**src/hdl/ctc_pkg.sv**
```systemverilog
// ----------------------------------------------------------------------------
// ctc_pkg
// Shared types, token codes, lexer modes and the lexer step function.
// ----------------------------------------------------------------------------
`default_nettype none

package ctc_pkg;

    localparam int unsigned NUM_KW = 44;
    localparam int unsigned MAX_TOK = 3;
    localparam logic [8:0] FLUSH_CH = 9'h100;

    typedef enum logic [5:0] {
        TK_LSQ, TK_RSQ, TK_LPR, TK_RPR, TK_LBR, TK_RBR, TK_DOTS3, TK_ERR,
        TK_DOT, TK_ARROW, TK_MM, TK_SUBEQ, TK_SUB, TK_PP, TK_ADDEQ, TK_ADD,
        TK_ANDAND, TK_ANDEQ, TK_AMP, TK_MULEQ, TK_MUL, TK_TIL, TK_NE, TK_BANG,
        TK_DIVEQ, TK_SL, TK_PCEQ, TK_PC, TK_SHLEQ, TK_SHL, TK_LE, TK_LESS,
        TK_SHREQ, TK_SHR, TK_GE, TK_MORE, TK_EQEQ, TK_ASSIGN, TK_XOREQ,
        TK_CARET, TK_OROR, TK_OREQ, TK_BAR, TK_QUES, TK_COL, TK_SEMI,
        TK_COMMA, TK_HH, TK_H, TK_KW, TK_ID, TK_HEXF, TK_HEXI, TK_FLT,
        TK_OCT, TK_STR, TK_DEC, TK_BAD
    } t_tok;

    typedef enum logic [4:0] {
        M_IDLE, M_LINE, M_BLK, M_BLKSTAR, M_STR, M_STRESC, M_IDENT, M_DOT1,
        M_DOT2, M_MINUS, M_PLUS, M_AMP, M_STAR, M_BANG, M_SLASH, M_PERC,
        M_LT, M_LT2, M_GT, M_GT2, M_EQ, M_CARET, M_BAR, M_HASH, M_ZERO,
        M_OCT, M_DECN, M_EXPS, M_EXP, M_HEX, M_HEXEXPS, M_HEXEXP
    } t_mode;

    typedef struct packed {
        t_mode        mode;
        logic         flt;
        logic [43:0]  hits;
        logic [3:0]   len;
        logic         halt;
    } t_lex_st;

    typedef struct packed {
        t_lex_st     st;
        logic        used;
        logic [1:0]  n;
        t_tok        tk0;
        t_tok        tk1;
    } t_lex_res;

    // up to three tokens caused by one input byte
    typedef struct packed {
        logic [1:0]       cnt;
        logic [2:0][5:0]  kinds;
    } t_bundle;

    function automatic logic eq(input logic [8:0] c, input logic [7:0] ch);
        return c == {1'b0, ch};
    endfunction

    function automatic logic is_digit(input logic [8:0] c);
        return c >= 9'h030 && c <= 9'h039;
    endfunction

    function automatic logic is_hex(input logic [8:0] c);
        return is_digit(c) || (c >= 9'h061 && c <= 9'h066)
            || (c >= 9'h041 && c <= 9'h046);
    endfunction

    function automatic logic is_alpha(input logic [8:0] c);
        return (c >= 9'h061 && c <= 9'h07a) || (c >= 9'h041 && c <= 9'h05a)
            || eq(c, "_");
    endfunction

    function automatic logic [7:0] kw_char(input int unsigned k, input logic [3:0] p);
        logic [119:0] s;
        int unsigned  l;
        int unsigned  b;
        s = '0;
        l = 0;
        unique case (k)
            0:  begin s = 120'("auto");     l = 4;  end
            1:  begin s = 120'("break");    l = 5;  end
            2:  begin s = 120'("case");     l = 4;  end
            3:  begin s = 120'("char");     l = 4;  end
            4:  begin s = 120'("const");    l = 5;  end
            5:  begin s = 120'("continue"); l = 8;  end
            6:  begin s = 120'("default");  l = 7;  end
            7:  begin s = 120'("do");       l = 2;  end
            8:  begin s = 120'("double");   l = 6;  end
            9:  begin s = 120'("else");     l = 4;  end
            10: begin s = 120'("enum");     l = 4;  end
            11: begin s = 120'("extern");   l = 6;  end
            12: begin s = 120'("float");    l = 5;  end
            13: begin s = 120'("for");      l = 3;  end
            14: begin s = 120'("goto");     l = 4;  end
            15: begin s = 120'("if");       l = 2;  end
            16: begin s = 120'("inline");   l = 6;  end
            17: begin s = 120'("int");      l = 3;  end
            18: begin s = 120'("long");     l = 4;  end
            19: begin s = 120'("register"); l = 8;  end
            20: begin s = 120'("restrict"); l = 8;  end
            21: begin s = 120'("return");   l = 6;  end
            22: begin s = 120'("short");    l = 5;  end
            23: begin s = 120'("signed");   l = 6;  end
            24: begin s = 120'("sizeof");   l = 6;  end
            25: begin s = 120'("static");   l = 6;  end
            26: begin s = 120'("struct");   l = 6;  end
            27: begin s = 120'("switch");   l = 6;  end
            28: begin s = 120'("typedef");  l = 7;  end
            29: begin s = 120'("union");    l = 5;  end
            30: begin s = 120'("unsigned"); l = 8;  end
            31: begin s = 120'("void");     l = 4;  end
            32: begin s = 120'("volatile"); l = 8;  end
            33: begin s = 120'("while");    l = 5;  end
            34: begin s = 120'("_Alignas"); l = 8;  end
            35: begin s = 120'("_Alignof"); l = 8;  end
            36: begin s = 120'("_Atomic");  l = 7;  end
            37: begin s = 120'("_Bool");    l = 5;  end
            38: begin s = 120'("_Complex"); l = 8;  end
            39: begin s = 120'("_Generic"); l = 8;  end
            40: begin s = 120'("_Imaginary"); l = 10; end
            41: begin s = 120'("_Noreturn"); l = 9; end
            42: begin s = 120'({"_Static", "_assert"}); l = 14; end
            default: begin s = 120'({"_Thread", "_local"}); l = 13; end
        endcase
        if (32'(p) < l) begin
            b = (l - 1 - 32'(p)) * 8;
            return s[b +: 8];
        end
        return 8'h00;
    endfunction

    function automatic int unsigned kw_len(input int unsigned k);
        int unsigned l;
        l = 0;
        for (int unsigned p = 0; p < 15; p++) begin
            if (kw_char(k, 4'(p)) != 8'h00) l = p + 1;
        end
        return l;
    endfunction

    function automatic t_lex_st kw_step(input t_lex_st s, input logic [8:0] c);
        t_lex_st r;
        r = s;
        if (s.len == 4'd15) begin
            r.hits = '0;
        end else begin
            for (int unsigned k = 0; k < NUM_KW; k++) begin
                if (!eq(c, kw_char(k, s.len))) r.hits[k] = 1'b0;
            end
            r.len = s.len + 4'd1;
        end
        return r;
    endfunction

    function automatic t_tok ident_kind(input t_lex_st s);
        t_tok t;
        t = TK_ID;
        if (s.len <= 4'd14) begin
            for (int unsigned k = 0; k < NUM_KW; k++) begin
                if (s.hits[k] && kw_len(k) == 32'(s.len)) t = TK_KW;
            end
        end
        return t;
    endfunction

    // one pass of the lexer over character c; used clear means lex c again
    function automatic t_lex_res lex_step(input t_lex_st s, input logic [8:0] c);
        t_lex_res r;
        logic     fl;
        logic     isexp;
        r.st = s;
        r.used = 1'b1;
        r.n = 2'd0;
        r.tk0 = TK_LSQ;
        r.tk1 = TK_LSQ;
        fl = (c == FLUSH_CH);
        isexp = eq(c, "+") || eq(c, "-") || is_digit(c);
        unique case (s.mode)
            M_IDLE: begin
                if (!fl) begin
                    r.n = 2'd1;
                    priority if (eq(c, "[")) r.tk0 = TK_LSQ;
                    else if (eq(c, "]")) r.tk0 = TK_RSQ;
                    else if (eq(c, "(")) r.tk0 = TK_LPR;
                    else if (eq(c, ")")) r.tk0 = TK_RPR;
                    else if (eq(c, "{")) r.tk0 = TK_LBR;
                    else if (eq(c, "}")) r.tk0 = TK_RBR;
                    else if (eq(c, "~")) r.tk0 = TK_TIL;
                    else if (eq(c, "?")) r.tk0 = TK_QUES;
                    else if (eq(c, ":")) r.tk0 = TK_COL;
                    else if (eq(c, ";")) r.tk0 = TK_SEMI;
                    else if (eq(c, ",")) r.tk0 = TK_COMMA;
                    else begin
                        r.n = 2'd0;
                        priority if (eq(c, ".")) r.st.mode = M_DOT1;
                        else if (eq(c, "-")) r.st.mode = M_MINUS;
                        else if (eq(c, "+")) r.st.mode = M_PLUS;
                        else if (eq(c, "&")) r.st.mode = M_AMP;
                        else if (eq(c, "*")) r.st.mode = M_STAR;
                        else if (eq(c, "!")) r.st.mode = M_BANG;
                        else if (eq(c, "/")) r.st.mode = M_SLASH;
                        else if (eq(c, "%")) r.st.mode = M_PERC;
                        else if (eq(c, "<")) r.st.mode = M_LT;
                        else if (eq(c, ">")) r.st.mode = M_GT;
                        else if (eq(c, "=")) r.st.mode = M_EQ;
                        else if (eq(c, "^")) r.st.mode = M_CARET;
                        else if (eq(c, "|")) r.st.mode = M_BAR;
                        else if (eq(c, "#")) r.st.mode = M_HASH;
                        else if (eq(c, "\"")) r.st.mode = M_STR;
                        else if (eq(c, "0")) begin
                            r.st.mode = M_ZERO;
                            r.st.flt = 1'b0;
                        end else if (eq(c, " ") || (c >= 9'h009 && c <= 9'h00d)) begin
                            r.st.mode = M_IDLE;
                        end else if (is_digit(c)) begin
                            r.st.mode = M_DECN;
                            r.st.flt = 1'b0;
                        end else if (is_alpha(c)) begin
                            r.st.mode = M_IDENT;
                            r.st.hits = '1;
                            r.st.len = 4'd0;
                            r.st = kw_step(r.st, c);
                        end else begin
                            r.n = 2'd1;
                            r.tk0 = TK_BAD;
                            r.st.halt = 1'b1;
                        end
                    end
                end
            end
            M_LINE: begin
                if (eq(c, "\n") || fl) r.st.mode = M_IDLE;
            end
            M_BLK, M_BLKSTAR, M_STR, M_STRESC: begin
                if (fl) begin
                    r.n = 2'd1;
                    r.tk0 = TK_ERR;
                    r.st.mode = M_IDLE;
                end else if (s.mode == M_BLK) begin
                    if (eq(c, "*")) r.st.mode = M_BLKSTAR;
                end else if (s.mode == M_BLKSTAR) begin
                    r.st.mode = eq(c, "/") ? M_IDLE : eq(c, "*") ? M_BLKSTAR : M_BLK;
                end else if (s.mode == M_STR) begin
                    if (eq(c, "\"")) begin
                        r.n = 2'd1;
                        r.tk0 = TK_STR;
                        r.st.mode = M_IDLE;
                    end else if (eq(c, "\\")) begin
                        r.st.mode = M_STRESC;
                    end
                end else begin
                    if (!(eq(c, "'") || eq(c, "\"") || eq(c, "?") || eq(c, "\\")
                          || eq(c, "a") || eq(c, "b") || eq(c, "f") || eq(c, "n")
                          || eq(c, "r") || eq(c, "t") || eq(c, "v") || eq(c, "x")
                          || (c >= 9'h030 && c <= 9'h037))) begin
                        r.n = 2'd1;
                        r.tk0 = TK_ERR;
                    end
                    r.st.mode = M_STR;
                end
            end
            M_IDENT: begin
                if (is_alpha(c) || is_digit(c)) begin
                    r.st = kw_step(s, c);
                end else begin
                    r.n = 2'd1;
                    r.tk0 = ident_kind(s);
                    r.st.mode = M_IDLE;
                    r.used = 1'b0;
                end
            end
            M_DOT1: begin
                if (eq(c, ".")) begin
                    r.st.mode = M_DOT2;
                end else begin
                    r.n = 2'd1;
                    r.tk0 = TK_DOT;
                    r.st.mode = M_IDLE;
                    r.used = 1'b0;
                end
            end
            M_DOT2: begin
                r.st.mode = M_IDLE;
                if (eq(c, ".")) begin
                    r.n = 2'd1;
                    r.tk0 = TK_DOTS3;
                end else begin
                    r.n = 2'd2;
                    r.tk0 = TK_DOT;
                    r.tk1 = TK_DOT;
                    r.used = 1'b0;
                end
            end
            M_SLASH, M_LT, M_GT: begin
                if (s.mode == M_SLASH && eq(c, "/")) r.st.mode = M_LINE;
                else if (s.mode == M_SLASH && eq(c, "*")) r.st.mode = M_BLK;
                else if (s.mode == M_LT && eq(c, "<")) r.st.mode = M_LT2;
                else if (s.mode == M_GT && eq(c, ">")) r.st.mode = M_GT2;
                else begin
                    r.st.mode = M_IDLE;
                    r.n = 2'd1;
                    if (eq(c, "=")) begin
                        r.tk0 = (s.mode == M_SLASH) ? TK_DIVEQ
                              : (s.mode == M_LT) ? TK_LE : TK_GE;
                    end else begin
                        r.tk0 = (s.mode == M_SLASH) ? TK_SL
                              : (s.mode == M_LT) ? TK_LESS : TK_MORE;
                        r.used = 1'b0;
                    end
                end
            end
            M_MINUS, M_PLUS, M_AMP, M_STAR, M_BANG, M_PERC, M_LT2, M_GT2, M_EQ,
            M_CARET, M_BAR, M_HASH: begin
                r.st.mode = M_IDLE;
                r.n = 2'd1;
                r.used = 1'b0;
                unique case (s.mode)
                    M_MINUS: r.tk0 = TK_SUB;
                    M_PLUS:  r.tk0 = TK_ADD;
                    M_AMP:   r.tk0 = TK_AMP;
                    M_STAR:  r.tk0 = TK_MUL;
                    M_BANG:  r.tk0 = TK_BANG;
                    M_PERC:  r.tk0 = TK_PC;
                    M_LT2:   r.tk0 = TK_SHL;
                    M_GT2:   r.tk0 = TK_SHR;
                    M_EQ:    r.tk0 = TK_ASSIGN;
                    M_CARET: r.tk0 = TK_CARET;
                    M_BAR:   r.tk0 = TK_BAR;
                    default: r.tk0 = TK_H;
                endcase
                if (s.mode == M_MINUS && eq(c, ">")) begin
                    r.tk0 = TK_ARROW; r.used = 1'b1;
                end else if (s.mode == M_MINUS && eq(c, "-")) begin
                    r.tk0 = TK_MM; r.used = 1'b1;
                end else if (s.mode == M_PLUS && eq(c, "+")) begin
                    r.tk0 = TK_PP; r.used = 1'b1;
                end else if (s.mode == M_AMP && eq(c, "&")) begin
                    r.tk0 = TK_ANDAND; r.used = 1'b1;
                end else if (s.mode == M_BAR && eq(c, "|")) begin
                    r.tk0 = TK_OROR; r.used = 1'b1;
                end else if (s.mode == M_HASH && eq(c, "#")) begin
                    r.tk0 = TK_HH; r.used = 1'b1;
                end else if (s.mode != M_HASH && eq(c, "=")) begin
                    r.used = 1'b1;
                    unique case (s.mode)
                        M_MINUS: r.tk0 = TK_SUBEQ;
                        M_PLUS:  r.tk0 = TK_ADDEQ;
                        M_AMP:   r.tk0 = TK_ANDEQ;
                        M_STAR:  r.tk0 = TK_MULEQ;
                        M_BANG:  r.tk0 = TK_NE;
                        M_PERC:  r.tk0 = TK_PCEQ;
                        M_LT2:   r.tk0 = TK_SHLEQ;
                        M_GT2:   r.tk0 = TK_SHREQ;
                        M_EQ:    r.tk0 = TK_EQEQ;
                        M_CARET: r.tk0 = TK_XOREQ;
                        default: r.tk0 = TK_OREQ;
                    endcase
                end
            end
            M_ZERO, M_OCT: begin
                if (s.mode == M_ZERO && (eq(c, "x") || eq(c, "X"))) begin
                    r.st.mode = M_HEX;
                    r.st.flt = 1'b0;
                end else if (is_digit(c)) begin
                    r.st.mode = M_OCT;
                end else if (eq(c, ".")) begin
                    r.st.mode = M_DECN;
                    r.st.flt = 1'b1;
                end else if (eq(c, "e") || eq(c, "E")) begin
                    r.st.mode = M_EXPS;
                    r.st.flt = 1'b1;
                end else begin
                    r.n = 2'd1; r.tk0 = TK_OCT; r.st.mode = M_IDLE; r.used = 1'b0;
                end
            end
            M_DECN: begin
                if (is_digit(c)) begin
                    r.st.mode = M_DECN;
                end else if (eq(c, ".") && !s.flt) begin
                    r.st.flt = 1'b1;
                end else if (eq(c, "e") || eq(c, "E")) begin
                    r.st.mode = M_EXPS;
                    r.st.flt = 1'b1;
                end else begin
                    r.n = 2'd1; r.tk0 = s.flt ? TK_FLT : TK_DEC;
                    r.st.mode = M_IDLE; r.used = 1'b0;
                end
            end
            M_EXPS, M_HEXEXPS: begin
                if (isexp) begin
                    r.st.mode = (s.mode == M_EXPS) ? M_EXP : M_HEXEXP;
                end else begin
                    r.n = 2'd1; r.tk0 = (s.mode == M_EXPS) ? TK_FLT : TK_HEXF;
                    r.st.mode = M_IDLE; r.used = 1'b0;
                end
            end
            M_EXP, M_HEXEXP: begin
                if (!is_digit(c)) begin
                    r.n = 2'd1; r.tk0 = (s.mode == M_EXP) ? TK_FLT : TK_HEXF;
                    r.st.mode = M_IDLE; r.used = 1'b0;
                end
            end
            default: begin
                if (is_hex(c)) begin
                    r.st.mode = M_HEX;
                end else if (eq(c, ".") && !s.flt) begin
                    r.st.flt = 1'b1;
                end else if (eq(c, "p") || eq(c, "P")) begin
                    r.st.mode = M_HEXEXPS;
                    r.st.flt = 1'b1;
                end else begin
                    r.n = 2'd1; r.tk0 = s.flt ? TK_HEXF : TK_HEXI;
                    r.st.mode = M_IDLE; r.used = 1'b0;
                end
            end
        endcase
        return r;
    endfunction

endpackage

`default_nettype wire

```
**src/hdl/ctc_queue.sv**
```systemverilog
// ----------------------------------------------------------------------------
// ctc_queue
// Two-entry queue of token bundles between the lexer and the output stage.
// ----------------------------------------------------------------------------
`default_nettype none

module ctc_queue (
    input  wire logic             i_clk,
    input  wire logic             i_rst_n,
    input  wire logic             i_push,
    input  wire ctc_pkg::t_bundle i_bundle,
    input  wire logic             i_pop,
    output logic                  o_space,
    output logic                  o_avail,
    output ctc_pkg::t_bundle      o_head
);
    import ctc_pkg::*;

    t_bundle     r_mem [2];
    logic        r_wptr;
    logic        r_rptr;
    logic [1:0]  r_cnt;
    logic [1:0]  n_cnt;

    assign o_space = r_cnt != 2'd2;
    assign o_avail = r_cnt != 2'd0;
    assign o_head = r_mem[r_rptr];

    always_comb begin
        n_cnt = r_cnt + {1'b0, i_push} - {1'b0, i_pop};
    end

    always_ff @(posedge i_clk) begin
        if (i_push) begin
            r_mem[r_wptr] <= i_bundle;
        end
    end

    always_ff @(posedge i_clk) begin
        if (!i_rst_n) begin
            r_wptr <= 1'b0;
            r_rptr <= 1'b0;
            r_cnt <= 2'd0;
        end else begin
            if (i_push) r_wptr <= ~r_wptr;
            if (i_pop) r_rptr <= ~r_rptr;
            r_cnt <= n_cnt;
        end
    end

    a_no_overflow: assert property (@(posedge i_clk) disable iff (!i_rst_n)
        i_push |-> o_space)
        else $error("bundle queue overflow");
    a_no_underflow: assert property (@(posedge i_clk) disable iff (!i_rst_n)
        i_pop |-> o_avail)
        else $error("bundle queue underflow");

endmodule

`default_nettype wire

```
**config.mk**
```make
export PLATFORM = sky130hd
export DESIGN_NAME = ctc_queue
export DESIGN_NICKNAME = d
export VERILOG_FILES = /design/src/hdl/ctc_pkg.sv /design/src/hdl/ctc_queue.sv
export SDC_FILE = /design/constraint.sdc
export NUM_CORES = 1
export LEC_CHECK = 0
export ABC_CLOCK_PERIOD_IN_PS = 3500
export BUFFER_PORTS_ARGS = -buffer_cell sky130_fd_sc_hd__buf_2
export CELL_PAD_IN_SITES_DETAIL_PLACEMENT = 1
export CELL_PAD_IN_SITES_GLOBAL_PLACEMENT = 1
export CORE_UTILIZATION = 45
export CTS_CLUSTER_SIZE = 40
export DETAILED_ROUTE_END_ITERATION = 12
export GPL_TIMING_DRIVEN = 1
export PLACE_DENSITY_LB_ADDON = 0.1
export REMOVE_ABC_BUFFERS = 1
export SLEW_MARGIN = 20
export SYNTH_ARGS = -nofsm -noshare
export SYNTH_HDL_FRONTEND = slang
export SYNTH_SLANG_ARGS = --single-unit
```
**constraint.sdc**
```tcl
create_clock -name i_clk -period 3.5 [get_ports i_clk]
set_clock_uncertainty 0.05 [all_clocks]
set_input_delay 0.35 -clock i_clk [delete_from_list [all_inputs] [get_ports i_clk]]
set_output_delay 0.35 -clock i_clk [all_outputs]
set_load 0.01 [all_outputs]
```
**Yosys cells after proc, flatten, opt, wreduce, memory -nomap -nowiden**

Memory sizes are Yosys's and may differ from the RTL's. A register that Yosys moved wholly into a read port is not among the register bits.
Index checks and enable logic that the tools add are counted.
W data, S select, Z words.

- Multiplexer cells: 4
- Add/sub/neg operators: 2
- Reductions and logical operators: 1
- Equality and inequality tests: 1
- Bitwise operators: 2

Operator list:

| kind | count |
|---|---|
| $mux W1 | 4 |
| $add A2 B1 Y2 | 1 |
| $ne A2 B2 Y1 const B | 1 |
| $not A1 Y1 | 2 |
| $reduce_bool A2 Y1 | 1 |
| $sub A2 B1 Y2 | 1 |

- Logic and storage cells: 14
- Memories kept: 1
- Bits in writable memories: 40
- Input bits: 24
- Register bits: 4
- Output and inout bits: 22

Memories:

| name | words | bits a word | read ports | clocked after Yosys merged registers in | wr ports | line | text |
|---|---|---|---|---|---|---|---|
| r_mem | 2 | 20 | 1 | 1 | 1 | ctc_queue.sv:19 | `t_bundle r_mem [2];` |

**Longest topological paths before layout**

- Depth after elaboration: 3
- Mapped depth: 6
- Gate-level depth less buffers: 6

**Worst setup path before layout**

Ideal clock, no wire load.

- Path type: input -> register
- Start: input i_push
- End: memory r_mem[0][0] in the netlist's numbering (enable)
- Cell stages on the path: 1
- Setup slack: 1734 ps
- Arrival: 1316 ps
- Required time: 3050 ps
- Cell sequence: nor2b_1

- Cells in the longest elaborated chain, start to end: 2

RTL lines:

| element | line | text |
|---|---|---|
| start: declaration | ctc_queue.sv:10 | `input wire logic i_push,` |
| $mux W1 | ctc_queue.sv:34 | `if (i_push) begin` |
| $mux W1 (not written as such) | ctc_queue.sv:35 | `r_mem[r_wptr] <= i_bundle;` |
| end: declaration | ctc_queue.sv:19 |  |

No other way between the ends.

==> results.toml <==
[clocking]
cts_tree = "built"
cts_buffer_depth = 2
cts_buffers = 5
post_cts_resized = 0
postCtsSetupRepairBufs = 0
clk_latency_ns = 0.28
path_clk_slew_ns = 0.08
cts.sinks = 45
htree_levels = 2
root_buffer = "clkbuf_8"
hold_buffers = 0

[detailed_routing]
final_antenna_net_count = 0
drt-pass1-iter-count = 4
drt_iter0_drc = 14
viasPerCell = 4.81
post_drt_wl_per_cell_um = 15.0
routed_wl_um = 2700
drcViolationCount = 0
vias = 865

[floorplan]
pin_count = 46
die_y_um = 62.9
die_area_sq_um = 3960
start_util_pct = 48.5
die_width_um = 62.9
core_sq_um = 3440
rows = 21

[min_path]
hold_path_class = "input pin to flip-flop"
hold_end = "r_mem[1][10]$_DFFE_PP_"
min_from = "i_bundle[10]"
holdPathStages = 1

[worst_setup_path]
required_ns = 3.10
crit_chain = "mux2_2, buf_2"
start_kind = "flip-flop"
ff2ff_setup_slack_ns = 1.90
cp-end-kind = "output pin"
criticalPathCategory = "flip-flop to output pin"
rr_endpoint = "r_mem[1][11]$_DFFE_PP_"
cpPeakStageDelay_ns = 0.89
crit_path_top_delay_cell = "dfxtp_1"
worstRegToRegCells = 1
crit_fanout = 20
crit_arrival_ns = 1.73
reg2reg_from = "r_wptr$_SDFFE_PN0P_"

[grt]
grt_util_all_layers_pct = 15.6
grt_start_max_net_pins = 22
grt_pass1_vias = 958
grt_overflow = 0
grt_pass1_wl_um = 4420
antenna_found_initial = 0

[synthesis]
synthTopCellsByArea = "edfxtp_1 (72%), mux2_2 (13%), dfxtp_1 (6.0%)"
synthCells = 83
synth.distinct_cells = 14
synth_top_area_share_pct = 72.0
ys_warn_count = 0
syn_area_per_cell_sq_um = 20.1
seq_area_frac_synth_pct = 78.0
synth_top_area_cell = "edfxtp_1"
ys_ff_latch = 45
syn_area_sq_um = 1670

[timing]
max_freq_ghz = 0.470
rsz0062_at_grt = "false"
maxSlewViolCount = 0
worst_hold_slack_ns = 0.199
finalSetupTns_ns = 0
period_needed_ns = 2.13
finalHoldViolations = 0
maxSlewHeadroom_pct = 36.8
tightest_slew_ns = 0.948
setup-violations-final = 0
min_period_over_period_pct = 60.8

[finish]
antenna_cells = 0
synthToLayoutAreaGrowth_pct = 21.3
drive_above_1_share_pct = 54.5
fin_nets = 159
fin_util_pct = 58.8

[placed_design]
hpwl_um = 1890
gp_congestion = 0.641
io_buffers = 45

[run]
maxCapViolCount = 0

[power]
peakVddDrop_mv = 0.307
p_per_area_nw_per_um2 = 526
p_leak_nw = 0.781

[outcome]
outcome = "finished clean"
power by group:
| group | switching (mW) | total, mW | leakage, nW | internal (mW) |
|---|---|---|---|---|
| combinational | 0.0618 | 0.136 | 0.324 | 0.0744 |
| clock | 0.152 | 0.291 | 0.0399 | 0.139 |
| sequential | 0.0189 | 0.639 | 0.417 | 0.620 |
| total | 0.233 | 1.07 | 0.781 | 0.833 |
per-stage QoR:
step	setup slack (ns)	total power, mW	cells	instance area, sq um
2_1_floorplan	1.73	0.727	81	1650
3_3_place_gp	1.60	0.781	172	1940
3_5_place_dp	1.62	0.790	172	1940
4_1_cts	1.30	1.08	180	2020
5_1_grt	1.23	1.11	180	2020
6_report	1.37	1.07	180	2020
metal layers:
layer	GRT usage [%]	wire length, um
met3	5.47	136
met2	28.0	1510
met1	15.8	1010
met4	7.85	40
met5	0	0
worst max path at each step:
| stage | from | endpoint | slack [ns] |
|---|---|---|---|
| floorplan | i_push | r_mem[0][0]$_DFFE_PP_ | 1.73 |
| global placement | flip-flop | o_head[2] | 1.60 |
| detailed placement | flip-flop | o_head[9] | 1.62 |
| CTS | flip-flop | o_head[9] | 1.30 |
| global route | flip-flop | o_head[19] | 1.23 |
| finish | flip-flop | o_head[8] | 1.37 |
worst max-delay path: cells and delay by family, from the launching register on:
family,cells,cell delay [ns]
buffers and inverters,1,0.14
flip-flops,1,0.89
multiplexers,1,0.42
cells in the final DEF (no fill, tap or decap), types with 2 or more instances in the layout:
cell and n:
buf_2 45, edfxtp_1 40, mux2_2 20, dfxtp_1 5
clkbuf_8 5, and2_1 4, inv_1 2, ha_1 2
clkbuf_1 2
layout make-up:
cell class,count,area [sq um]
clock inverters,1,3.75
clock buffers,7,76.3
well taps,46,57.6
flip-flops and latches,45,1300
fillers,342,1420
repair buffers,45,225
inverters,2,7.51
multi-input cells,34,353
sequential cells by signal, indices dropped and copies added, names as in the netlist, named ones only:
signal and count:
r_wptr 1, r_rptr 1, r_mem 40, r_cnt 2
cells in the mapped netlist:
cell	instances
nor2b_1	2
ha_1	2
xnor3_1	1
mux2_2	20
dfxtp_1	5
or2_2	1
edfxtp_1	40
o21a_1	1
nor2b_2	1
and2_1	4
nand2_1	1
buf_4	2
inv_1	2
xor2_1	1
kinds of logic after synthesis:
family | Yosys count | share of synthesized area, %
DFF | 45 | 78.0
muxes | 20 | 13.5
AOI/OAI and AO/OA | 1 | 0.450
and+or+nand+nor | 9 | 3.37
buffers and inverters | 4 | 1.35
adders and majority gates | 2 | 1.50
xor gates and xnor gates | 2 | 1.87
(Power assumes the default switching activity.)
