### config.mk
export PLATFORM = sky130hd
export DESIGN_NAME = ctc_back
export DESIGN_NICKNAME = d
export VERILOG_FILES = /design/src/hdl/ctc_pkg.sv /design/src/hdl/ctc_back.sv
export SDC_FILE = /design/constraint.sdc
export NUM_CORES = 1
export LEC_CHECK = 0
export ABC_AREA = 1
export BUFFER_PORTS_ARGS = -buffer_cell sky130_fd_sc_hd__buf_2
export CAP_MARGIN = 25
export CORE_AREA = 3 3 40 42
export DETAILED_ROUTE_END_ITERATION = 12
export DIE_AREA = 0 0 43 45
export PLACE_DENSITY = 0.86
export SKIP_CTS_REPAIR_TIMING = 1
export SLEW_MARGIN = 20
export SYNTH_ARGS = -nofsm -noshare
export SYNTH_HDL_FRONTEND = slang
export SYNTH_SLANG_ARGS = --single-unit
### constraint.sdc
create_clock -name i_clk -period 1.6 [get_ports i_clk]
set_input_delay 0.32 -clock i_clk [delete_from_list [all_inputs] [get_ports i_clk]]
set_output_delay 0.32 -clock i_clk [all_outputs]
set_load 0.005 [all_outputs]
### src/hdl/ctc_pkg.sv
// ----------------------------------------------------------------------------
// ctc_pkg
// Shared types, token codes, lexer modes and the lexer step function.
// ----------------------------------------------------------------------------
`default_nettype none

package ctc_pkg;

    localparam int unsigned NUM_KW = 44;
    localparam int unsigned MAX_TOK = 3;
    localparam logic [8:0] FLUSH_CH = 9'h100;

    typedef enum logic [5:0] {
        TK_LSQ, TK_RSQ, TK_LPR, TK_RPR, TK_LBR, TK_RBR, TK_DOTS3, TK_ERR,
        TK_DOT, TK_ARROW, TK_MM, TK_SUBEQ, TK_SUB, TK_PP, TK_ADDEQ, TK_ADD,
        TK_ANDAND, TK_ANDEQ, TK_AMP, TK_MULEQ, TK_MUL, TK_TIL, TK_NE, TK_BANG,
        TK_DIVEQ, TK_SL, TK_PCEQ, TK_PC, TK_SHLEQ, TK_SHL, TK_LE, TK_LESS,
        TK_SHREQ, TK_SHR, TK_GE, TK_MORE, TK_EQEQ, TK_ASSIGN, TK_XOREQ,
        TK_CARET, TK_OROR, TK_OREQ, TK_BAR, TK_QUES, TK_COL, TK_SEMI,
        TK_COMMA, TK_HH, TK_H, TK_KW, TK_ID, TK_HEXF, TK_HEXI, TK_FLT,
        TK_OCT, TK_STR, TK_DEC, TK_BAD
    } t_tok;

    typedef enum logic [4:0] {
        M_IDLE, M_LINE, M_BLK, M_BLKSTAR, M_STR, M_STRESC, M_IDENT, M_DOT1,
        M_DOT2, M_MINUS, M_PLUS, M_AMP, M_STAR, M_BANG, M_SLASH, M_PERC,
        M_LT, M_LT2, M_GT, M_GT2, M_EQ, M_CARET, M_BAR, M_HASH, M_ZERO,
        M_OCT, M_DECN, M_EXPS, M_EXP, M_HEX, M_HEXEXPS, M_HEXEXP
    } t_mode;

    typedef struct packed {
        t_mode        mode;
        logic         flt;
        logic [43:0]  hits;
        logic [3:0]   len;
        logic         halt;
    } t_lex_st;

    typedef struct packed {
        t_lex_st     st;
        logic        used;
        logic [1:0]  n;
        t_tok        tk0;
        t_tok        tk1;
    } t_lex_res;

    // up to three tokens caused by one input byte
    typedef struct packed {
        logic [1:0]       cnt;
        logic [2:0][5:0]  kinds;
    } t_bundle;

    function automatic logic eq(input logic [8:0] c, input logic [7:0] ch);
        return c == {1'b0, ch};
    endfunction

    function automatic logic is_digit(input logic [8:0] c);
        return c >= 9'h030 && c <= 9'h039;
    endfunction

    function automatic logic is_hex(input logic [8:0] c);
        return is_digit(c) || (c >= 9'h061 && c <= 9'h066)
            || (c >= 9'h041 && c <= 9'h046);
    endfunction

    function automatic logic is_alpha(input logic [8:0] c);
        return (c >= 9'h061 && c <= 9'h07a) || (c >= 9'h041 && c <= 9'h05a)
            || eq(c, "_");
    endfunction

    function automatic logic [7:0] kw_char(input int unsigned k, input logic [3:0] p);
        logic [119:0] s;
        int unsigned  l;
        int unsigned  b;
        s = '0;
        l = 0;
        unique case (k)
            0:  begin s = 120'("auto");     l = 4;  end
            1:  begin s = 120'("break");    l = 5;  end
            2:  begin s = 120'("case");     l = 4;  end
            3:  begin s = 120'("char");     l = 4;  end
            4:  begin s = 120'("const");    l = 5;  end
            5:  begin s = 120'("continue"); l = 8;  end
            6:  begin s = 120'("default");  l = 7;  end
            7:  begin s = 120'("do");       l = 2;  end
            8:  begin s = 120'("double");   l = 6;  end
            9:  begin s = 120'("else");     l = 4;  end
            10: begin s = 120'("enum");     l = 4;  end
            11: begin s = 120'("extern");   l = 6;  end
            12: begin s = 120'("float");    l = 5;  end
            13: begin s = 120'("for");      l = 3;  end
            14: begin s = 120'("goto");     l = 4;  end
            15: begin s = 120'("if");       l = 2;  end
            16: begin s = 120'("inline");   l = 6;  end
            17: begin s = 120'("int");      l = 3;  end
            18: begin s = 120'("long");     l = 4;  end
            19: begin s = 120'("register"); l = 8;  end
            20: begin s = 120'("restrict"); l = 8;  end
            21: begin s = 120'("return");   l = 6;  end
            22: begin s = 120'("short");    l = 5;  end
            23: begin s = 120'("signed");   l = 6;  end
            24: begin s = 120'("sizeof");   l = 6;  end
            25: begin s = 120'("static");   l = 6;  end
            26: begin s = 120'("struct");   l = 6;  end
            27: begin s = 120'("switch");   l = 6;  end
            28: begin s = 120'("typedef");  l = 7;  end
            29: begin s = 120'("union");    l = 5;  end
            30: begin s = 120'("unsigned"); l = 8;  end
            31: begin s = 120'("void");     l = 4;  end
            32: begin s = 120'("volatile"); l = 8;  end
            33: begin s = 120'("while");    l = 5;  end
            34: begin s = 120'("_Alignas"); l = 8;  end
            35: begin s = 120'("_Alignof"); l = 8;  end
            36: begin s = 120'("_Atomic");  l = 7;  end
            37: begin s = 120'("_Bool");    l = 5;  end
            38: begin s = 120'("_Complex"); l = 8;  end
            39: begin s = 120'("_Generic"); l = 8;  end
            40: begin s = 120'("_Imaginary"); l = 10; end
            41: begin s = 120'("_Noreturn"); l = 9; end
            42: begin s = 120'({"_Static", "_assert"}); l = 14; end
            default: begin s = 120'({"_Thread", "_local"}); l = 13; end
        endcase
        if (32'(p) < l) begin
            b = (l - 1 - 32'(p)) * 8;
            return s[b +: 8];
        end
        return 8'h00;
    endfunction

    function automatic int unsigned kw_len(input int unsigned k);
        int unsigned l;
        l = 0;
        for (int unsigned p = 0; p < 15; p++) begin
            if (kw_char(k, 4'(p)) != 8'h00) l = p + 1;
        end
        return l;
    endfunction

    function automatic t_lex_st kw_step(input t_lex_st s, input logic [8:0] c);
        t_lex_st r;
        r = s;
        if (s.len == 4'd15) begin
            r.hits = '0;
        end else begin
            for (int unsigned k = 0; k < NUM_KW; k++) begin
                if (!eq(c, kw_char(k, s.len))) r.hits[k] = 1'b0;
            end
            r.len = s.len + 4'd1;
        end
        return r;
    endfunction

    function automatic t_tok ident_kind(input t_lex_st s);
        t_tok t;
        t = TK_ID;
        if (s.len <= 4'd14) begin
            for (int unsigned k = 0; k < NUM_KW; k++) begin
                if (s.hits[k] && kw_len(k) == 32'(s.len)) t = TK_KW;
            end
        end
        return t;
    endfunction

    // one pass of the lexer over character c; used clear means lex c again
    function automatic t_lex_res lex_step(input t_lex_st s, input logic [8:0] c);
        t_lex_res r;
        logic     fl;
        logic     isexp;
        r.st = s;
        r.used = 1'b1;
        r.n = 2'd0;
        r.tk0 = TK_LSQ;
        r.tk1 = TK_LSQ;
        fl = (c == FLUSH_CH);
        isexp = eq(c, "+") || eq(c, "-") || is_digit(c);
        unique case (s.mode)
            M_IDLE: begin
                if (!fl) begin
                    r.n = 2'd1;
                    priority if (eq(c, "[")) r.tk0 = TK_LSQ;
                    else if (eq(c, "]")) r.tk0 = TK_RSQ;
                    else if (eq(c, "(")) r.tk0 = TK_LPR;
                    else if (eq(c, ")")) r.tk0 = TK_RPR;
                    else if (eq(c, "{")) r.tk0 = TK_LBR;
                    else if (eq(c, "}")) r.tk0 = TK_RBR;
                    else if (eq(c, "~")) r.tk0 = TK_TIL;
                    else if (eq(c, "?")) r.tk0 = TK_QUES;
                    else if (eq(c, ":")) r.tk0 = TK_COL;
                    else if (eq(c, ";")) r.tk0 = TK_SEMI;
                    else if (eq(c, ",")) r.tk0 = TK_COMMA;
                    else begin
                        r.n = 2'd0;
                        priority if (eq(c, ".")) r.st.mode = M_DOT1;
                        else if (eq(c, "-")) r.st.mode = M_MINUS;
                        else if (eq(c, "+")) r.st.mode = M_PLUS;
                        else if (eq(c, "&")) r.st.mode = M_AMP;
                        else if (eq(c, "*")) r.st.mode = M_STAR;
                        else if (eq(c, "!")) r.st.mode = M_BANG;
                        else if (eq(c, "/")) r.st.mode = M_SLASH;
                        else if (eq(c, "%")) r.st.mode = M_PERC;
                        else if (eq(c, "<")) r.st.mode = M_LT;
                        else if (eq(c, ">")) r.st.mode = M_GT;
                        else if (eq(c, "=")) r.st.mode = M_EQ;
                        else if (eq(c, "^")) r.st.mode = M_CARET;
                        else if (eq(c, "|")) r.st.mode = M_BAR;
                        else if (eq(c, "#")) r.st.mode = M_HASH;
                        else if (eq(c, "\"")) r.st.mode = M_STR;
                        else if (eq(c, "0")) begin
                            r.st.mode = M_ZERO;
                            r.st.flt = 1'b0;
                        end else if (eq(c, " ") || (c >= 9'h009 && c <= 9'h00d)) begin
                            r.st.mode = M_IDLE;
                        end else if (is_digit(c)) begin
                            r.st.mode = M_DECN;
                            r.st.flt = 1'b0;
                        end else if (is_alpha(c)) begin
                            r.st.mode = M_IDENT;
                            r.st.hits = '1;
                            r.st.len = 4'd0;
                            r.st = kw_step(r.st, c);
                        end else begin
                            r.n = 2'd1;
                            r.tk0 = TK_BAD;
                            r.st.halt = 1'b1;
                        end
                    end
                end
            end
            M_LINE: begin
                if (eq(c, "\n") || fl) r.st.mode = M_IDLE;
            end
            M_BLK, M_BLKSTAR, M_STR, M_STRESC: begin
                if (fl) begin
                    r.n = 2'd1;
                    r.tk0 = TK_ERR;
                    r.st.mode = M_IDLE;
                end else if (s.mode == M_BLK) begin
                    if (eq(c, "*")) r.st.mode = M_BLKSTAR;
                end else if (s.mode == M_BLKSTAR) begin
                    r.st.mode = eq(c, "/") ? M_IDLE : eq(c, "*") ? M_BLKSTAR : M_BLK;
                end else if (s.mode == M_STR) begin
                    if (eq(c, "\"")) begin
                        r.n = 2'd1;
                        r.tk0 = TK_STR;
                        r.st.mode = M_IDLE;
                    end else if (eq(c, "\\")) begin
                        r.st.mode = M_STRESC;
                    end
                end else begin
                    if (!(eq(c, "'") || eq(c, "\"") || eq(c, "?") || eq(c, "\\")
                          || eq(c, "a") || eq(c, "b") || eq(c, "f") || eq(c, "n")
                          || eq(c, "r") || eq(c, "t") || eq(c, "v") || eq(c, "x")
                          || (c >= 9'h030 && c <= 9'h037))) begin
                        r.n = 2'd1;
                        r.tk0 = TK_ERR;
                    end
                    r.st.mode = M_STR;
                end
            end
            M_IDENT: begin
                if (is_alpha(c) || is_digit(c)) begin
                    r.st = kw_step(s, c);
                end else begin
                    r.n = 2'd1;
                    r.tk0 = ident_kind(s);
                    r.st.mode = M_IDLE;
                    r.used = 1'b0;
                end
            end
            M_DOT1: begin
                if (eq(c, ".")) begin
                    r.st.mode = M_DOT2;
                end else begin
                    r.n = 2'd1;
                    r.tk0 = TK_DOT;
                    r.st.mode = M_IDLE;
                    r.used = 1'b0;
                end
            end
            M_DOT2: begin
                r.st.mode = M_IDLE;
                if (eq(c, ".")) begin
                    r.n = 2'd1;
                    r.tk0 = TK_DOTS3;
                end else begin
                    r.n = 2'd2;
                    r.tk0 = TK_DOT;
                    r.tk1 = TK_DOT;
                    r.used = 1'b0;
                end
            end
            M_SLASH, M_LT, M_GT: begin
                if (s.mode == M_SLASH && eq(c, "/")) r.st.mode = M_LINE;
                else if (s.mode == M_SLASH && eq(c, "*")) r.st.mode = M_BLK;
                else if (s.mode == M_LT && eq(c, "<")) r.st.mode = M_LT2;
                else if (s.mode == M_GT && eq(c, ">")) r.st.mode = M_GT2;
                else begin
                    r.st.mode = M_IDLE;
                    r.n = 2'd1;
                    if (eq(c, "=")) begin
                        r.tk0 = (s.mode == M_SLASH) ? TK_DIVEQ
                              : (s.mode == M_LT) ? TK_LE : TK_GE;
                    end else begin
                        r.tk0 = (s.mode == M_SLASH) ? TK_SL
                              : (s.mode == M_LT) ? TK_LESS : TK_MORE;
                        r.used = 1'b0;
                    end
                end
            end
            M_MINUS, M_PLUS, M_AMP, M_STAR, M_BANG, M_PERC, M_LT2, M_GT2, M_EQ,
            M_CARET, M_BAR, M_HASH: begin
                r.st.mode = M_IDLE;
                r.n = 2'd1;
                r.used = 1'b0;
                unique case (s.mode)
                    M_MINUS: r.tk0 = TK_SUB;
                    M_PLUS:  r.tk0 = TK_ADD;
                    M_AMP:   r.tk0 = TK_AMP;
                    M_STAR:  r.tk0 = TK_MUL;
                    M_BANG:  r.tk0 = TK_BANG;
                    M_PERC:  r.tk0 = TK_PC;
                    M_LT2:   r.tk0 = TK_SHL;
                    M_GT2:   r.tk0 = TK_SHR;
                    M_EQ:    r.tk0 = TK_ASSIGN;
                    M_CARET: r.tk0 = TK_CARET;
                    M_BAR:   r.tk0 = TK_BAR;
                    default: r.tk0 = TK_H;
                endcase
                if (s.mode == M_MINUS && eq(c, ">")) begin
                    r.tk0 = TK_ARROW; r.used = 1'b1;
                end else if (s.mode == M_MINUS && eq(c, "-")) begin
                    r.tk0 = TK_MM; r.used = 1'b1;
                end else if (s.mode == M_PLUS && eq(c, "+")) begin
                    r.tk0 = TK_PP; r.used = 1'b1;
                end else if (s.mode == M_AMP && eq(c, "&")) begin
                    r.tk0 = TK_ANDAND; r.used = 1'b1;
                end else if (s.mode == M_BAR && eq(c, "|")) begin
                    r.tk0 = TK_OROR; r.used = 1'b1;
                end else if (s.mode == M_HASH && eq(c, "#")) begin
                    r.tk0 = TK_HH; r.used = 1'b1;
                end else if (s.mode != M_HASH && eq(c, "=")) begin
                    r.used = 1'b1;
                    unique case (s.mode)
                        M_MINUS: r.tk0 = TK_SUBEQ;
                        M_PLUS:  r.tk0 = TK_ADDEQ;
                        M_AMP:   r.tk0 = TK_ANDEQ;
                        M_STAR:  r.tk0 = TK_MULEQ;
                        M_BANG:  r.tk0 = TK_NE;
                        M_PERC:  r.tk0 = TK_PCEQ;
                        M_LT2:   r.tk0 = TK_SHLEQ;
                        M_GT2:   r.tk0 = TK_SHREQ;
                        M_EQ:    r.tk0 = TK_EQEQ;
                        M_CARET: r.tk0 = TK_XOREQ;
                        default: r.tk0 = TK_OREQ;
                    endcase
                end
            end
            M_ZERO, M_OCT: begin
                if (s.mode == M_ZERO && (eq(c, "x") || eq(c, "X"))) begin
                    r.st.mode = M_HEX;
                    r.st.flt = 1'b0;
                end else if (is_digit(c)) begin
                    r.st.mode = M_OCT;
                end else if (eq(c, ".")) begin
                    r.st.mode = M_DECN;
                    r.st.flt = 1'b1;
                end else if (eq(c, "e") || eq(c, "E")) begin
                    r.st.mode = M_EXPS;
                    r.st.flt = 1'b1;
                end else begin
                    r.n = 2'd1; r.tk0 = TK_OCT; r.st.mode = M_IDLE; r.used = 1'b0;
                end
            end
            M_DECN: begin
                if (is_digit(c)) begin
                    r.st.mode = M_DECN;
                end else if (eq(c, ".") && !s.flt) begin
                    r.st.flt = 1'b1;
                end else if (eq(c, "e") || eq(c, "E")) begin
                    r.st.mode = M_EXPS;
                    r.st.flt = 1'b1;
                end else begin
                    r.n = 2'd1; r.tk0 = s.flt ? TK_FLT : TK_DEC;
                    r.st.mode = M_IDLE; r.used = 1'b0;
                end
            end
            M_EXPS, M_HEXEXPS: begin
                if (isexp) begin
                    r.st.mode = (s.mode == M_EXPS) ? M_EXP : M_HEXEXP;
                end else begin
                    r.n = 2'd1; r.tk0 = (s.mode == M_EXPS) ? TK_FLT : TK_HEXF;
                    r.st.mode = M_IDLE; r.used = 1'b0;
                end
            end
            M_EXP, M_HEXEXP: begin
                if (!is_digit(c)) begin
                    r.n = 2'd1; r.tk0 = (s.mode == M_EXP) ? TK_FLT : TK_HEXF;
                    r.st.mode = M_IDLE; r.used = 1'b0;
                end
            end
            default: begin
                if (is_hex(c)) begin
                    r.st.mode = M_HEX;
                end else if (eq(c, ".") && !s.flt) begin
                    r.st.flt = 1'b1;
                end else if (eq(c, "p") || eq(c, "P")) begin
                    r.st.mode = M_HEXEXPS;
                    r.st.flt = 1'b1;
                end else begin
                    r.n = 2'd1; r.tk0 = s.flt ? TK_HEXF : TK_HEXI;
                    r.st.mode = M_IDLE; r.used = 1'b0;
                end
            end
        endcase
        return r;
    endfunction

endpackage

`default_nettype wire

### src/hdl/ctc_back.sv
// ----------------------------------------------------------------------------
// ctc_back
// Output stage: sends the tokens of each bundle one per transfer.
// ----------------------------------------------------------------------------
`default_nettype none

module ctc_back (
    input  wire logic             i_clk,
    input  wire logic             i_rst_n,
    input  wire logic             i_avail,
    input  wire ctc_pkg::t_bundle i_head,
    output logic                  o_pop,
    output logic                  o_valid,
    output logic [5:0]            o_kind,
    output logic                  o_last,
    input  wire logic             i_ready
);
    import ctc_pkg::*;

    logic        r_valid;
    logic [5:0]  r_kind;
    logic        r_last;
    logic [1:0]  r_idx;
    logic        load;
    logic        at_end;

    assign load = (!r_valid || i_ready) && i_avail;
    assign at_end = r_idx == i_head.cnt - 2'd1;
    assign o_pop = load && at_end;
    assign o_valid = r_valid;
    assign o_kind = r_kind;
    assign o_last = r_last;

    always_ff @(posedge i_clk) begin
        if (load) begin
            r_kind <= i_head.kinds[r_idx];
            r_last <= at_end;
        end
    end

    always_ff @(posedge i_clk) begin
        if (!i_rst_n) begin
            r_valid <= 1'b0;
            r_idx <= 2'd0;
        end else begin
            if (load) begin
                r_valid <= 1'b1;
                r_idx <= at_end ? 2'd0 : r_idx + 2'd1;
            end else if (i_ready) begin
                r_valid <= 1'b0;
            end
        end
    end

endmodule

`default_nettype wire
Word-level counts from Yosys, hierarchy flattened

Cells that the tools add are included.

Register bits: 10
Input port bits: 24
Output and inout port bits: 9
Logic and storage cells: 18

Add/sub/neg operators: 2
Magnitude comparators: 1
Equal/unequal tests: 1
Muxes and demuxes: 5
Reductions and logical operators: 5

Operators with widths:

| cell                                                                 | number |
|---|---|
| 6-bit binary-select mux with 2-bit select                            | 1 |
| 6-bit two-way mux                                                    | 1 |
| 2-bit by 3-bit < comparator with 1-bit output, second input constant | 1 |
| 2-bit by 1-bit adder with 2-bit output, second input constant        | 1 |
| 2-bit equality test                                                  | 1 |
| 1-bit logical AND                                                    | 2 |
| 1-bit two-way mux                                                    | 2 |
| 2-bit two-way mux                                                    | 1 |
| 2-bit nonzero test                                                   | 1 |
| 2-bit by 1-bit subtractor with 2-bit output, second input constant   | 1 |
| 1-bit zero test                                                      | 1 |
| 1-bit logical OR                                                     | 1 |

Logic depth before layout (Yosys ltp)

Word-level depth: 4
Gate-level depth with buffers: 8
Mapped depth without buffers: 7

Worst setup path after synthesis

No wires, ideal clock.

Path type: register -> output
From: register r_idx[1]
To: output o_pop
Arrival time: 773 ps
Required time: 1280 ps
Setup slack: 507 ps
Stages on the path, launching flop included: 8
Buffers on the path: 1
Cell sequence: dfxtp_1 > buf_6 > inv_6 > nand2_4 > nand2_2 > nand2_2 > nand2_2 > nor2_4

Cells in the longest elaborated chain, start to end: 2

Ends and longest elaborated chain:

| item                   | RTL line       | source |
|---|---|---|
| from (decl)            | ctc_back.sv:23 | `logic [1:0] r_idx;` |
| from (signal assigned) | ctc_back.sv:48 | `r_idx <= at_end ? 2'd0 : r_idx + 2'd1;` |
| 2-bit equality test    | ctc_back.sv:28 | `assign at_end = r_idx == i_head.cnt - 2'd1;` |
| 1-bit logical AND      | ctc_back.sv:29 | `assign o_pop = load && at_end;` |
| to (decl)              | ctc_back.sv:12 | `output logic o_pop,` |

Every way passes these cells.

Worst setup path in the final report

From: register r_idx[0]
To: output o_pop

The elaborated chain is that of the path after synthesis.

==> results_dict.tcl <==
set metrics [dict create \
    outcome "finished, final reports clean" \
    cpMaxStageDelayCell "dfxtp_2" \
    syn-cell-area_um2 579.3 \
    arrival_ns 1.19 \
    async_flop_share_pct 0 \
    instances_no_fill 115 \
    leakagePower_nw 0.3716 \
    power_density_nw_per_um2 845.9 \
    drt-total-wl_um 1365 \
    fmax_mhz 663.6 \
    cts_buffer_depth 2 \
    finalSetupViolCount 0 \
    yosysTopAreaCellShare_pct 36.29 \
    avgRoutedWirePerCell_um 11.87 \
    ant_nets 0 \
    reg2reg_slack_ns 0.54 \
    h-tree-depth 1 \
    grtUsageTotal_pct 14.79 \
    synth_nets 90 \
    max_stage_delay_ns 0.39 \
    rr_endpoint "o_kind[2]" \
    start_kind "flip-flop" \
    finalCritPeriodShare_pct 94.19 \
    drive_gt1_share_pct 50.00 \
    holdWs_ns 0.3230 \
    die_h_um 45 \
    gr-total-overflow 0 \
    final.setup.tns_ns 0 \
    hp-class "primary input to flip-flop" \
    wl_met1_um 557 \
    synthCells 66 \
    finalHoldViolations 0 \
    place_congestion 0.8838 \
    synth-seq-area-share_pct 46.65 \
    antenna_found_initial 0 \
    drt-initial-drc-count 17 \
    die_w_um 43 \
    dpl.cell_count 111 \
    vias 585 \
    synth_area_leaders "edfxtp_1 36%, dfxtp_1 10%, nand3_1 7.8%" \
    yosys.area.top_type "edfxtp_1" \
    numClockSinks 10 \
    final_util_pct 59.69 \
    grt_pass1_vias 546 \
    vias_per_cell 5.087 \
    whs_endpoint "r_idx[0]" \
    rows 13 \
    cts_root_buffer "clkbuf_4" \
    cp_common_cell "nand2_2" \
    end_kind "primary output" \
    postSynthAreaPerCell_um2 8.777 \
    area_growth_pct 32.40 \
    highest_layer "met4" \
    max_slew.worst_pin.slew_ns 0.2674 \
    start_util_pct 45.08 \
    grt_max_degree 15 \
    fin_worst_skew_ns 0.004913 \
    clk_latency_ns 0.26 \
    io_pins 33 \
    synth_edf_count 7 \
    worstHoldPathCells 3 \
    power_mw 0.6488 \
    critPathRequiredTime_ns 1.28 \
    path_cells "inv_6 -> nand2_2 -> nand2_2 -> nand2_2 -> nor2_4 -> buf_2" \
    cp_top_family "flip-flops" \
    dpl.hpwl_um 1121 \
    core_um2 1285 \
    timing.rr.start "o_valid" \
    grt_pass1_wl_um 2201 \
    synth_cell_type_count 19 \
    port_buffers 32 \
    drt-pass1-iter-count 6 \
    worst-setup-path-type "flip-flop to primary output" \
    clkTransAtPathRegs_ns 0.07 \
    cts_buffers 3 \
    critPathMaxFanout 14 \
    diodes 0 \
    yosysMostFrequentCell "nand3_1" \
    synth_ff_type "edfxtp_1" \
    rr_worst_depth 3 \
    met2WireLength_um 672 \
    cts_tree "built" \
    maxCapViolCount 0 \
    dieArea_um2 1935 \
    cp.buffers_inverters 2 \
    ir_worst_vdd_uv 421.4 \
    hold_start "i_rst_n" \
    met3WireLength_um 119 \
    nNetsFinal 125 \
    synth.top_cells.by_count "9 x nand3_1, 7 x edfxtp_1" \
    ys_ff_latch 10 \
    relSlewSlack_pct 82.16 \
    drv_slew 0 \
    drc_errors 0 \
    ys_warn_count 0 \
    fin_crit_ns 1.507 \
]
[power breakdown]
part	switching, mW	internal, mW
registers	0.0149	0.309
logic	0.0792	0.0664
clock network	0.0835	0.0960
total	0.178	0.471
[cell usage in the layout, fill, tap and decap left out]
cell type / count
buf_2: 32
a21oi_1: 2
o21ai_0: 6
nand3_1: 9
nor2_4: 1
o21ai_1: 6
buf_4: 1
clkbuf_4: 3
nand2_1: 4
dfxtp_2: 2
edfxtp_1: 7
inv_6: 2
nand4_1: 1
nor2_1: 6
nor3_1: 1
nor2_2: 1
clkbuf_1: 1
inv_1: 6
nand2_2: 6
nand2_4: 2
dfxtp_1: 1
[cell type report]
class | count | area [µm²]
fillers | 128 | 518.0
flip-flops and latches | 10 | 272.8
multi-input cells | 45 | 241.5
repair buffers | 33 | 167.7
inverters | 8 | 40.04
clock buffers | 4 | 26.28
well taps | 15 | 18.77
[layer usage]
metal | global-route usage, % | up-vias
met4 | 5.422 | 0
met2 | 24.85 | 34
li1 | - | 289
met5 | 0 | -
met1 | 18.81 | 260
met3 | 3.187 | 2
[worst reg2reg max path: cells and delay by family (launching register included)]
family / cells / cell delay (ns)
buffers and inverters: 1 / 0.22
flip-flops: 1 / 0.32
AND/OR/NAND/NOR: 2 / 0.20
[registers in the layout, summed over array words and instances (netlist names)]
| register | count |
|---|---|
| r_idx | 2 |
| o_valid | 1 |
| o_last | 1 |
| o_kind | 6 |
[through the flow]
step | worst slack (ns) | instance area [µm²]
after floorplan | 0.5067 | 579.3
after global placement | 0.3190 | 735.7
after detailed placement | 0.2484 | 735.7
after CTS | -0.03446 | 762.0
after global routing | -0.004736 | 767.0
final | 0.09296 | 767.0
[worst max-delay path by stage]
stage / startpoint / to / slack (ns) / depth (start not counted)
2_1_floorplan: r_idx[1] / o_pop / 0.51 / 7
3_3_place_gp: r_idx[0] / o_pop / 0.32 / 6
3_5_place_dp: r_idx[0] / o_pop / 0.25 / 6
4_1_cts: r_idx[0] / o_pop / -0.03 / 6
5_1_grt: r_idx[0] / o_pop / -0.005 / 6
6_report: r_idx[0] / o_pop / 0.09 / 6
[logic make-up (layout without fill, tap and decap cells)]
kind of cell | Yosys count | count (layout) | share of synthesized area [%]
and+or+nand+nor | 31 | 31 | 29.59
DFF | 10 | 10 | 46.65
buffers and inverters | 11 | 45 | 11.66
AOI/OAI and AO/OA | 14 | 14 | 12.10
No activity file was read; power rests on OpenSTA's default activity.
